--- src/hdl/sbusd_pkg.sv ---
`timescale 1ns / 1ps

package sbusd_pkg;

    // Frame layout
    localparam logic [7:0] START_BYTE = 8'h0F;
    localparam logic [4:0] WAIT_POS   = 5'd31;
    localparam logic [4:0] FLAG_POS   = 5'd23;
    localparam int unsigned HDR_BYTES = 10;  // bytes 0..9 carry the start byte and channels 0..5

    // Raw channel limits
    localparam logic [10:0] RAW_MIN = 11'd172;
    localparam logic [10:0] RAW_MAX = 11'd1810;

    // Output mapping
    localparam logic [10:0] OUT_BASE = 11'd1000;
    localparam logic [11:0] CENTER   = 12'd1500;

    // floor(x * 1000 / 1638) == (x * SCALE_K) >> SCALE_SHIFT for x in 0..1638
    localparam logic [29:0] SCALE_K     = 30'd655520500;
    localparam int unsigned SCALE_SHIFT = 30;

    // Configuration register indexes
    typedef enum logic [1:0] {
        REG_SWITCH_THRESHOLD    = 2'd0,
        REG_DEADZONE_HALF_WIDTH = 2'd1
    } t_reg_idx;

    // Unpacked frame on its way into the mapping pipeline
    typedef struct packed {
        logic [3:0][10:0] offs;   // clamped raw minus RAW_MIN, channels 0..3
        logic             arm;
        logic             kill;
        logic             failsafe;
        logic             frame_lost;
    } t_frame;

    // One decoded result
    typedef struct packed {
        logic [10:0] roll;
        logic [10:0] pitch;
        logic [10:0] throttle;
        logic [10:0] yaw;
        logic [9:0]  throttle_manual;
        logic        arm;
        logic        kill;
        logic        failsafe;
        logic        frame_lost;
    } t_result;

endpackage

--- src/hdl/sbus_frame_decoder.sv ---
`timescale 1ns / 1ps

// Serial receiver frame decoder.
// Input channel (i_valid / o_stall): one received byte per item, with
// i_frame_start set on the first byte after an idle line. A byte is taken in
// every cycle; o_stall rises only when three decoded frames are backed up
// behind a stalled receiver.
// Each frame is FRAME_BYTES bytes. After its last byte, a frame whose first
// byte is 0x0F yields one result item on the output channel
// (o_valid / i_stall); a bad start byte yields nothing. Bytes without
// i_frame_start while no frame is open are dropped.
// The frame passes the unpack register (loaded on the edge that accepts the last
// byte), then the scaling register, then the output register that drives o_valid.
// Throughput: one byte per cycle while o_stall is low; one frame per FRAME_BYTES bytes at most.
// The output register holds its item while i_stall is high.
// Configuration (i_cfg_valid / o_cfg_ready, always ready): index 0 is the
// switch threshold, index 1 the dead-zone half width; write only while idle.
// Reset: no frame open, pipeline empty, threshold 500, dead zone 5.
module sbus_frame_decoder #(
    parameter int unsigned FRAME_BYTES = 25
) (
    input  logic        i_clk,
    input  logic        i_rst_n,
    input  logic        i_valid,
    output logic        o_stall,
    input  logic [7:0]  i_rx_byte,
    input  logic        i_frame_start,
    output logic        o_valid,
    input  logic        i_stall,
    output logic [10:0] o_roll,
    output logic [10:0] o_pitch,
    output logic [10:0] o_throttle,
    output logic [10:0] o_yaw,
    output logic [9:0]  o_throttle_manual,
    output logic        o_arm,
    output logic        o_kill,
    output logic        o_failsafe,
    output logic        o_frame_lost,
    input  logic        i_cfg_valid,
    output logic        o_cfg_ready,
    input  logic [1:0]  i_cfg_index,
    input  logic [10:0] i_cfg_data
);

    localparam logic [4:0] LAST_POS = 5'(FRAME_BYTES - 1);

    logic [10:0]          r_threshold;
    logic [8:0]           r_deadzone;
    logic [4:0]           r_pos;
    logic [7:0]           r_hdr [sbusd_pkg::HDR_BYTES];
    logic [7:0]           r_flags;
    logic                 r_v1;
    sbusd_pkg::t_frame    r_frame;

    logic                 take;
    logic                 active;
    logic [4:0]           pos;
    logic                 last_byte;
    logic                 capture;
    logic                 map_ready;
    logic                 s1_ready;
    logic [7:0]           flag_byte;
    logic [10:0]          ch [6];
    sbusd_pkg::t_frame    n_frame;
    sbusd_pkg::t_result   res;

    function automatic logic [10:0] clamp_offset(input logic [10:0] c);
        if (c < sbusd_pkg::RAW_MIN) begin
            return 11'd0;
        end else if (c > sbusd_pkg::RAW_MAX) begin
            return sbusd_pkg::RAW_MAX - sbusd_pkg::RAW_MIN;
        end else begin
            return c - sbusd_pkg::RAW_MIN;
        end
    endfunction

    // Configuration writes
    assign o_cfg_ready = 1'b1;

    always_ff @(posedge i_clk) begin
        if (!i_rst_n) begin
            r_threshold <= 11'd500;
            r_deadzone  <= 9'd5;
        end else if (i_cfg_valid && o_cfg_ready) begin
            case (i_cfg_index)
                sbusd_pkg::REG_SWITCH_THRESHOLD:    r_threshold <= i_cfg_data;
                sbusd_pkg::REG_DEADZONE_HALF_WIDTH: r_deadzone  <= i_cfg_data[8:0];
                default: ;
            endcase
        end
    end

    // Input handshake
    assign s1_ready = !r_v1 || map_ready;
    assign o_stall  = !s1_ready;
    assign take     = i_valid && !o_stall;

    // Byte position: frame start restarts at zero, otherwise continue an open frame
    always_comb begin
        if (i_frame_start) begin
            pos    = 5'd0;
            active = 1'b1;
        end else begin
            pos    = r_pos;
            active = (r_pos < 5'(FRAME_BYTES));
        end
        last_byte = active && (pos == LAST_POS);
    end

    always_ff @(posedge i_clk) begin
        if (!i_rst_n) begin
            r_pos <= sbusd_pkg::WAIT_POS;
        end else if (take && active) begin
            r_pos <= last_byte ? sbusd_pkg::WAIT_POS : pos + 5'd1;
        end
    end

    // Store the bytes that are decoded: start byte, channel bytes, flag byte
    always_ff @(posedge i_clk) begin
        if (take && active) begin
            for (int i = 0; i < sbusd_pkg::HDR_BYTES; i++) begin
                if (pos == 5'(i)) begin
                    r_hdr[i] <= i_rx_byte;
                end
            end
            if (pos == sbusd_pkg::FLAG_POS) begin
                r_flags <= i_rx_byte;
            end
        end
    end

    // Unpack 11-bit channels, clamp, compare switches
    always_comb begin
        flag_byte = (pos == sbusd_pkg::FLAG_POS) ? i_rx_byte : r_flags;
        ch[0] = {r_hdr[2][2:0], r_hdr[1]};
        ch[1] = {r_hdr[3][5:0], r_hdr[2][7:3]};
        ch[2] = {r_hdr[5][0], r_hdr[4], r_hdr[3][7:6]};
        ch[3] = {r_hdr[6][3:0], r_hdr[5][7:1]};
        ch[4] = {r_hdr[7][6:0], r_hdr[6][7:4]};
        ch[5] = {r_hdr[9][1:0], r_hdr[8], r_hdr[7][7]};
        for (int k = 0; k < 4; k++) begin
            n_frame.offs[k] = clamp_offset(ch[k]);
        end
        n_frame.arm        = ch[4] > r_threshold;
        n_frame.kill       = ch[5] > r_threshold;
        n_frame.failsafe   = flag_byte[3];
        n_frame.frame_lost = flag_byte[2];
        capture = take && last_byte && (r_hdr[0] == sbusd_pkg::START_BYTE);
    end

    // Unpack register
    always_ff @(posedge i_clk) begin
        if (!i_rst_n) begin
            r_v1 <= 1'b0;
        end else if (s1_ready) begin
            r_v1 <= capture;
        end
    end

    always_ff @(posedge i_clk) begin
        if (s1_ready && capture) begin
            r_frame <= n_frame;
        end
    end

    // Scaling, dead zone and output register
    sbusd_map u_map (
        .i_clk      (i_clk),
        .i_rst_n    (i_rst_n),
        .i_valid    (r_v1),
        .o_ready    (map_ready),
        .i_frame    (r_frame),
        .i_deadzone (r_deadzone),
        .o_valid    (o_valid),
        .i_stall    (i_stall),
        .o_result   (res)
    );

    assign o_roll            = res.roll;
    assign o_pitch           = res.pitch;
    assign o_throttle        = res.throttle;
    assign o_yaw             = res.yaw;
    assign o_throttle_manual = res.throttle_manual;
    assign o_arm             = res.arm;
    assign o_kill            = res.kill;
    assign o_failsafe        = res.failsafe;
    assign o_frame_lost      = res.frame_lost;

endmodule

--- src/hdl/sbusd_map.sv ---
`timescale 1ns / 1ps

module sbusd_map (
    input  logic                  i_clk,
    input  logic                  i_rst_n,
    input  logic                  i_valid,
    output logic                  o_ready,
    input  sbusd_pkg::t_frame     i_frame,
    input  logic [8:0]            i_deadzone,
    output logic                  o_valid,
    input  logic                  i_stall,
    output sbusd_pkg::t_result    o_result
);

    logic              r_v2;
    logic [3:0][9:0]   r_lin;
    logic              r_arm;
    logic              r_kill;
    logic              r_failsafe;
    logic              r_lost;
    logic              r_ov;
    sbusd_pkg::t_result r_res;

    logic              out_ready;
    logic [3:0][9:0]   n_lin;
    logic [40:0]       prod [4];
    logic [3:0][10:0]  n_dead;
    logic [10:0]       mapped;
    sbusd_pkg::t_result n_res;

    // Pipeline handshake: a stage moves when the one after it has room
    assign out_ready = !r_ov || !i_stall;
    assign o_ready   = !r_v2 || out_ready;

    // Scale each channel by 1000/1638 with a reciprocal multiply
    always_comb begin
        for (int k = 0; k < 4; k++) begin
            prod[k]  = 41'(i_frame.offs[k]) * 41'(sbusd_pkg::SCALE_K);
            n_lin[k] = prod[k][sbusd_pkg::SCALE_SHIFT +: 10];
        end
    end

    always_ff @(posedge i_clk) begin
        if (!i_rst_n) begin
            r_v2 <= 1'b0;
        end else if (o_ready) begin
            r_v2 <= i_valid;
        end
    end

    always_ff @(posedge i_clk) begin
        if (o_ready) begin
            r_lin      <= n_lin;
            r_arm      <= i_frame.arm;
            r_kill     <= i_frame.kill;
            r_failsafe <= i_frame.failsafe;
            r_lost     <= i_frame.frame_lost;
        end
    end

    // Offset to 1000..2000 and snap values near center to 1500
    always_comb begin
        mapped = '0;
        for (int k = 0; k < 4; k++) begin
            mapped = 11'(r_lin[k]) + sbusd_pkg::OUT_BASE;
            if ((12'(mapped) + 12'(i_deadzone)) > sbusd_pkg::CENTER &&
                12'(mapped) < (sbusd_pkg::CENTER + 12'(i_deadzone))) begin
                n_dead[k] = 11'(sbusd_pkg::CENTER);
            end else begin
                n_dead[k] = mapped;
            end
        end
        n_res.roll            = n_dead[0];
        n_res.pitch           = n_dead[1];
        n_res.throttle        = n_dead[2];
        n_res.yaw             = n_dead[3];
        n_res.throttle_manual = r_lin[2];
        n_res.arm             = r_arm;
        n_res.kill            = r_kill;
        n_res.failsafe        = r_failsafe;
        n_res.frame_lost      = r_lost;
    end

    // Output register: hold while the receiver stalls
    always_ff @(posedge i_clk) begin
        if (!i_rst_n) begin
            r_ov <= 1'b0;
        end else if (out_ready) begin
            r_ov <= r_v2;
        end
    end

    always_ff @(posedge i_clk) begin
        if (out_ready && r_v2) begin
            r_res <= n_res;
        end
    end

    assign o_valid  = r_ov;
    assign o_result = r_res;

endmodule

--- config.mk ---
export PLATFORM = sky130hd
export DESIGN_NAME = sbus_frame_decoder
export DESIGN_NICKNAME = d
export VERILOG_FILES = /design/src/hdl/sbusd_pkg.sv /design/src/hdl/sbus_frame_decoder.sv /design/src/hdl/sbusd_map.sv
export SDC_FILE = /design/constraint.sdc
export NUM_CORES = 1
export LEC_CHECK = 0
export CORE_ASPECT_RATIO = 2
export CORE_MARGIN = 4
export CORE_UTILIZATION = 40
export CTS_CLUSTER_SIZE = 16
export DETAILED_ROUTE_END_ITERATION = 8
export DONT_BUFFER_PORTS = 1
export PLACE_DENSITY_LB_ADDON = 0.25
export SYNTH_ARGS = -nofsm -noshare
export SYNTH_HDL_FRONTEND = slang
export SYNTH_SLANG_ARGS = --single-unit
--- constraint.sdc ---
create_clock -name i_clk -period 8.5 [get_ports i_clk]
set_clock_uncertainty 0.2 [all_clocks]
set_input_delay 0.425 -clock i_clk [delete_from_list [all_inputs] [get_ports i_clk]]
set_output_delay 0.425 -clock i_clk [all_outputs]
set_load 0.05 [all_outputs]
Yosys cells after proc, flatten, opt, wreduce, memory -nomap -nowiden
Memory sizes are Yosys's and may differ from the RTL's.
Index checks and enable logic that the tools add are counted.
{ "totals": {"register_bits": 182, "ram_bits": 80, "in_bits": 27, "wordCells": 190, "memories": 1} }
{ "mem_list": {"columns": ["memory", "depth", "word_bits", "read_ports", "rd_clocked_by_memory_dff", "write_ports", "line", "source"], "rows": [
  ["r_hdr", 10, 8, 10, 0, 1, "sbus_frame_decoder.sv:50", "logic [7:0] r_hdr [sbusd_pkg::HDR_BYTES];"]
]} }
{ "op_classes": {"addsub": 14, "multipliers": 4, "order_cmp": 19, "eq_ne": 13, "n_mux": 65, "n_reduce_logical": 37} }
{ "op_table": {"columns": ["op", "n"], "rows": [
  ["multiplier 11 x 28 -> 38 bit (second input constant)", 4],
  ["two-way mux 8 bit", 9],
  ["OR reduction 8 bit", 9],
  ["adder 11 x 9 -> 12 bit", 4],
  ["> comparator 12 x 11 -> 1 bit (second input constant)", 4],
  ["< comparator 11 x 12 -> 1 bit", 4],
  ["adder 10 x 10 -> 11 bit (second input constant)", 4],
  ["> comparator 11 bit (second input constant)", 4],
  ["< comparator 11 x 8 -> 1 bit (second input constant)", 4],
  ["two-way mux 11 bit", 4],
  ["subtractor 11 x 8 -> 11 bit (second input constant)", 4],
  ["two-way mux 1 bit", 40],
  ["two-way mux 4 bit", 10],
  ["> comparator 11 bit", 2],
  ["== test 5 x 3 -> 1 bit (second input constant)", 4],
  ["adder 11 x 9 -> 12 bit (first input constant)", 1],
  ["logical AND 1 bit", 11],
  ["== test 5 x 2 -> 1 bit (second input constant)", 2],
  ["== test 5 x 4 -> 1 bit (second input constant)", 2],
  ["== test 5 bit (second input constant)", 2],
  ["two-way mux 5 bit", 2],
  ["== test 8 x 4 -> 1 bit (second input constant)", 1],
  ["OR reduction 2 bit", 4],
  ["AND reduction 2 bit", 3],
  ["8 further kinds", 14]
]} }

Logic depth before layout (Yosys ltp)
{ "logic_depth": {"ltp_word": 18, "depth_mapped": 21} }

Modules after synthesis
Synthesis repeated with hierarchy kept, for this count alone.
{ "unflattened": {"cells_unflattened": 2666, "area_unflattened_um2": 28937.8} }
{ "modules_own_cells": {"columns": ["mod", "instances", "cells_each", "area_each_um2", "seq_area_each_um2"], "rows": [
  ["sbusd_map", 1, 2156, 22247.6, 3103.0],
  ["sbus_frame_decoder", 1, 510, 6690.2, 4244.1]
]} }

Worst setup path before layout
OpenSTA, ideal clock, no wires.
{ "synth_path": {"path_type": "register to register", "start": "register r_frame[35] (netlist bit)", "end": "register u_map.r_lin, in the netlist u_map.n_res[12], data pin", "setup_time_ns": 0.258, "arrival_time_ns": 5.554, "required_time_ns": 8.042, "path_slack_ns": 2.489, "path_stages_with_launch": 21, "path_buffers": 0, "synth_period_minus_slack_ns": 6.011, "cell_sequence": "edfxtp_1 > fa_1 > inv_1 > fa_1 > fa_1 > inv_1 > fa_1 > inv_1 > fa_1 > inv_1 > ha_1 > and2_1 > a221o_1 > a21oi_1 > o21ai_1 > or3_1 > a31o_2 > a41o_1 > o21a_1 > nor2_1 > xnor2_1"} }
{ "synth_rtl": {"columns": ["item", "line", "source"], "rows": [
  ["from (decl)", "sbus_frame_decoder.sv:53", "sbusd_pkg::t_frame r_frame;"],
  ["from (signal assigned)", "sbus_frame_decoder.sv:162", "r_frame <= n_frame;"],
  ["to (signal assigned)", "sbusd_map.sv:53", "r_lin <= n_lin;"],
  ["to (decl)", "sbusd_map.sv:16", "logic [3:0][9:0] r_lin;"]
]} }

==> flow_metrics.env <==
export IMPL_period_needed_ps=6550
export IMPL_synth_common_cells="inv_1, ha_1, fa_1, edfxtp_1, a21oi_1"
export IMPL_yosysWarningCount=0
export IMPL_cpLargestDelayFamily="adder cells"
export IMPL_grt_use_total=0.191
export IMPL_crit_fanout=11
export IMPL_finalSetupViolations=0
export IMPL_cp_common_cell="fa_1"
export IMPL_wl_microns=72300
export IMPL_rrSetupSlack_ps=1950
export IMPL_syn_nets=3569
export IMPL_design_die_area_sq_um=76500
export IMPL_drc=0
export IMPL_worst_slew_pin_slew_ps=1160
export IMPL_final_max_slew_viol_count=0
export IMPL_reg2reg_to="u_map.r_lin[9]$_DFFE_PP_"
export IMPL_hp_start="i_cfg_index[1]"
export IMPL_synthTopCellsByArea="ha_1, edfxtp_1, fa_1, inv_1, dfxtp_1"
export IMPL_gp_congestion=0.957
export IMPL_ioPinCount=88
export IMPL_min_to="r_threshold[9]$_SDFFE_PN0P_"
export IMPL_synth_seq_cells=254
export IMPL_synth_cells=2667
export IMPL_yosys_area_top_type="ha_1"
export IMPL_slowest_stage="nor4bb_1"
export IMPL_drt_iter0_drc=722
export IMPL_seq_area_frac_synth=0.256
export IMPL_slew_headroom=0.222
export IMPL_max_stage_delay_ps=830
export IMPL_rr_worst_depth=20
export IMPL_vias=19200
export IMPL_grt_max_degree=50
export IMPL_final_net_count=3628
export IMPL_synthArstFlopShare=0
export IMPL_cts_sinks=254
export IMPL_clk_pin_slew_worst_paths_ps=60
export IMPL_ys_flop_type="edfxtp_1"
export IMPL_fin_tns_setup_ps=0
export IMPL_numCtsBuffers=28
export IMPL_antenna_found_initial=1
export IMPL_cap_violations=0
export IMPL_max_clock_freq_mhz=153
export IMPL_hold_viol_final=0
export IMPL_arrival_ps=6680
export IMPL_insertion_delay_ps=570
export IMPL_routed_via_density=5.23
export IMPL_r2r_start="r_frame[13]$_SDFFCE_PP0P_"
export IMPL_cp_end_kind="flip-flop"
export IMPL_chipWidth_microns=198
export IMPL_clk_root_buffer_cell="clkbuf_16"
export IMPL_hp_class="in2reg"
export IMPL_irDropWorstVdd_mv=0.156
export IMPL_post_cts_buffers=0
export IMPL_pre_cts_ws_ps=1880
export IMPL_htree_levels=1
export IMPL_path_cells="fa_1 > inv_1 > fa_1 > inv_1 > fa_1 > fa_1 > inv_1 > fa_1 > inv_1 > ha_1 > and4_1 > o211a_1 > nand2_1 > nor4bb_1 > o211a_1 > o21a_1 > o21a_1 > o41a_1 > a21oi_2 > xnor2_1"
export IMPL_cp_start_kind="flip-flop"
export IMPL_fin_util=0.440
export IMPL_grt_pass1_wl_microns=115000
export IMPL_wire_per_inst_microns=19.7
export IMPL_gr_total_overflow=0
export IMPL_placement_io_buffers=0
export IMPL_dr_pass1_iters=5
export IMPL_grt_pass1_vias=21300
export IMPL_start_util=0.405
export IMPL_area_growth_pct=8.57
export IMPL_powerDensity_nw_per_um2=89.3
export IMPL_cts_buffer_depth=3
export IMPL_post_route_period_util=0.771
export IMPL_rows=138
export IMPL_synth_distinct_cells=77
export IMPL_synth_edf_count=226
export IMPL_drtAntennaViolNets=0
export IMPL_yosysMostFrequentCell="inv_1"
export IMPL_required_ps=8620
export IMPL_synth_area_sq_um=28700
export IMPL_synth_avg_cell_area_sq_um=10.8
export IMPL_layout_drive_gt1_share=0.0255
export IMPL_crit_type="reg2reg"
export IMPL_fp_coreArea_sq_um=71000
export IMPL_dp_hpwl_microns=60500
export IMPL_die_h_microns=387
export IMPL_hold_path_depth=3
export IMPL_cellLeakagePower_nw=15.0
export IMPL_outcome="finished clean"
export IMPL_critPathBufInv=4
export IMPL_final_setup_worst_slack_ps=1950
export IMPL_cts_tree="built"
export IMPL_synth_top_area_frac=0.245
export IMPL_grt_setup_unrepaired="false"
## where the power goes
group          internal, mW  total, mW  switching, mW
combinational        0.0646      0.161         0.0962
sequential             1.36       1.37         0.0134
clock                 0.745       1.25          0.508
total                  2.17       2.79          0.617
## cells in the final DEF, fill, tap and decap left out, types with 48 or more instances in the layout
cell      instances
a21oi_1         106
edfxtp_1        226
fa_1            312
ha_1            563
inv_1           579
nand2_1          95
nor2_1           81
o21ai_0          65
xnor2_1          48
## final cells by class
type	count	area [sq um]
timing repair buffer	41	400
multi-input combinational	1821	19200
antenna	2	5.00
clock buffer	34	743
fill	6612	39800
inverter	580	2180
sequential	254	7350
clock inverter	18	208
tap	910	1140
## state kept, by name (all words and copies together), names as in the netlist
signal	count
r_hdr	74
u_map.o_result	58
r_frame	48
u_map.r_lin	30
r_threshold	11
u_map.n_res	10
r_deadzone	9
r_pos	5
r_flags	2
r_v1	1
u_map.o_valid	1
u_map.r_arm	1
u_map.r_failsafe	1
u_map.r_kill	1
u_map.r_lost	1
u_map.r_v2	1
## stage by stage
step | std cells | hold slack [ps] | power, mW | cell area [sq um]
after floorplan | 2667 | 200 | 1.50 | 28700
after global placement | 3569 | 203 | 1.52 | 29900
after detailed placement | 3569 | 212 | 1.53 | 29900
after CTS | 3658 | 22.4 | 2.82 | 31200
after global routing | 3658 | 78.7 | 2.89 | 31200
final | 3660 | 46.9 | 2.79 | 31200
## worst max path at each step
stage,from,to,slack [ps],cells past startpoint
6_report,r_frame[13]$_SDFFCE_PP0P_,u_map.r_lin[9]$_DFFE_PP_,1950,20
5_1_grt,r_frame[13]$_SDFFCE_PP0P_,u_map.r_lin[9]$_DFFE_PP_,1680,20
4_1_cts,r_frame[13]$_SDFFCE_PP0P_,u_map.r_lin[9]$_DFFE_PP_,1870,20
3_5_place_dp,r_frame[13]$_SDFFCE_PP0P_,u_map.r_lin[9]$_DFFE_PP_,1880,20
3_3_place_gp,r_frame[13]$_SDFFCE_PP0P_,u_map.r_lin[9]$_DFFE_PP_,1950,20
2_1_floorplan,r_frame[35]$_SDFFCE_PP0P_,u_map.n_res[12]$_DFFE_PP_,2490,20
## metal layers
metal  wire length (microns)  GRT usage
met1                   26900      0.207
met2                   40100      0.375
met3                    2000     0.0175
met4                    3290     0.0730
met5                       0          0
## tightest hold or removal path: cells and delay by family
family,cells,cell delay [ps]
simple gates,2,210
compound gates,1,140
## what timing repair did
action | CTS | global route
hold buffers | 37 | 0
endpoints found under the hold margin | 117 | 0
gates resized for setup | 0 | 0
## cells by family after synthesis
family	Yosys count	share of synthesized area
compound gates	383	0.0881
xor+xnor	94	0.0289
fa+ha+maj	876	0.463
buf+inv	592	0.0775
flops	254	0.256
mux	11	0.00392
other cells	1	0.000130
simple gates	456	0.0831
Power figures use the tool's default switching activity.
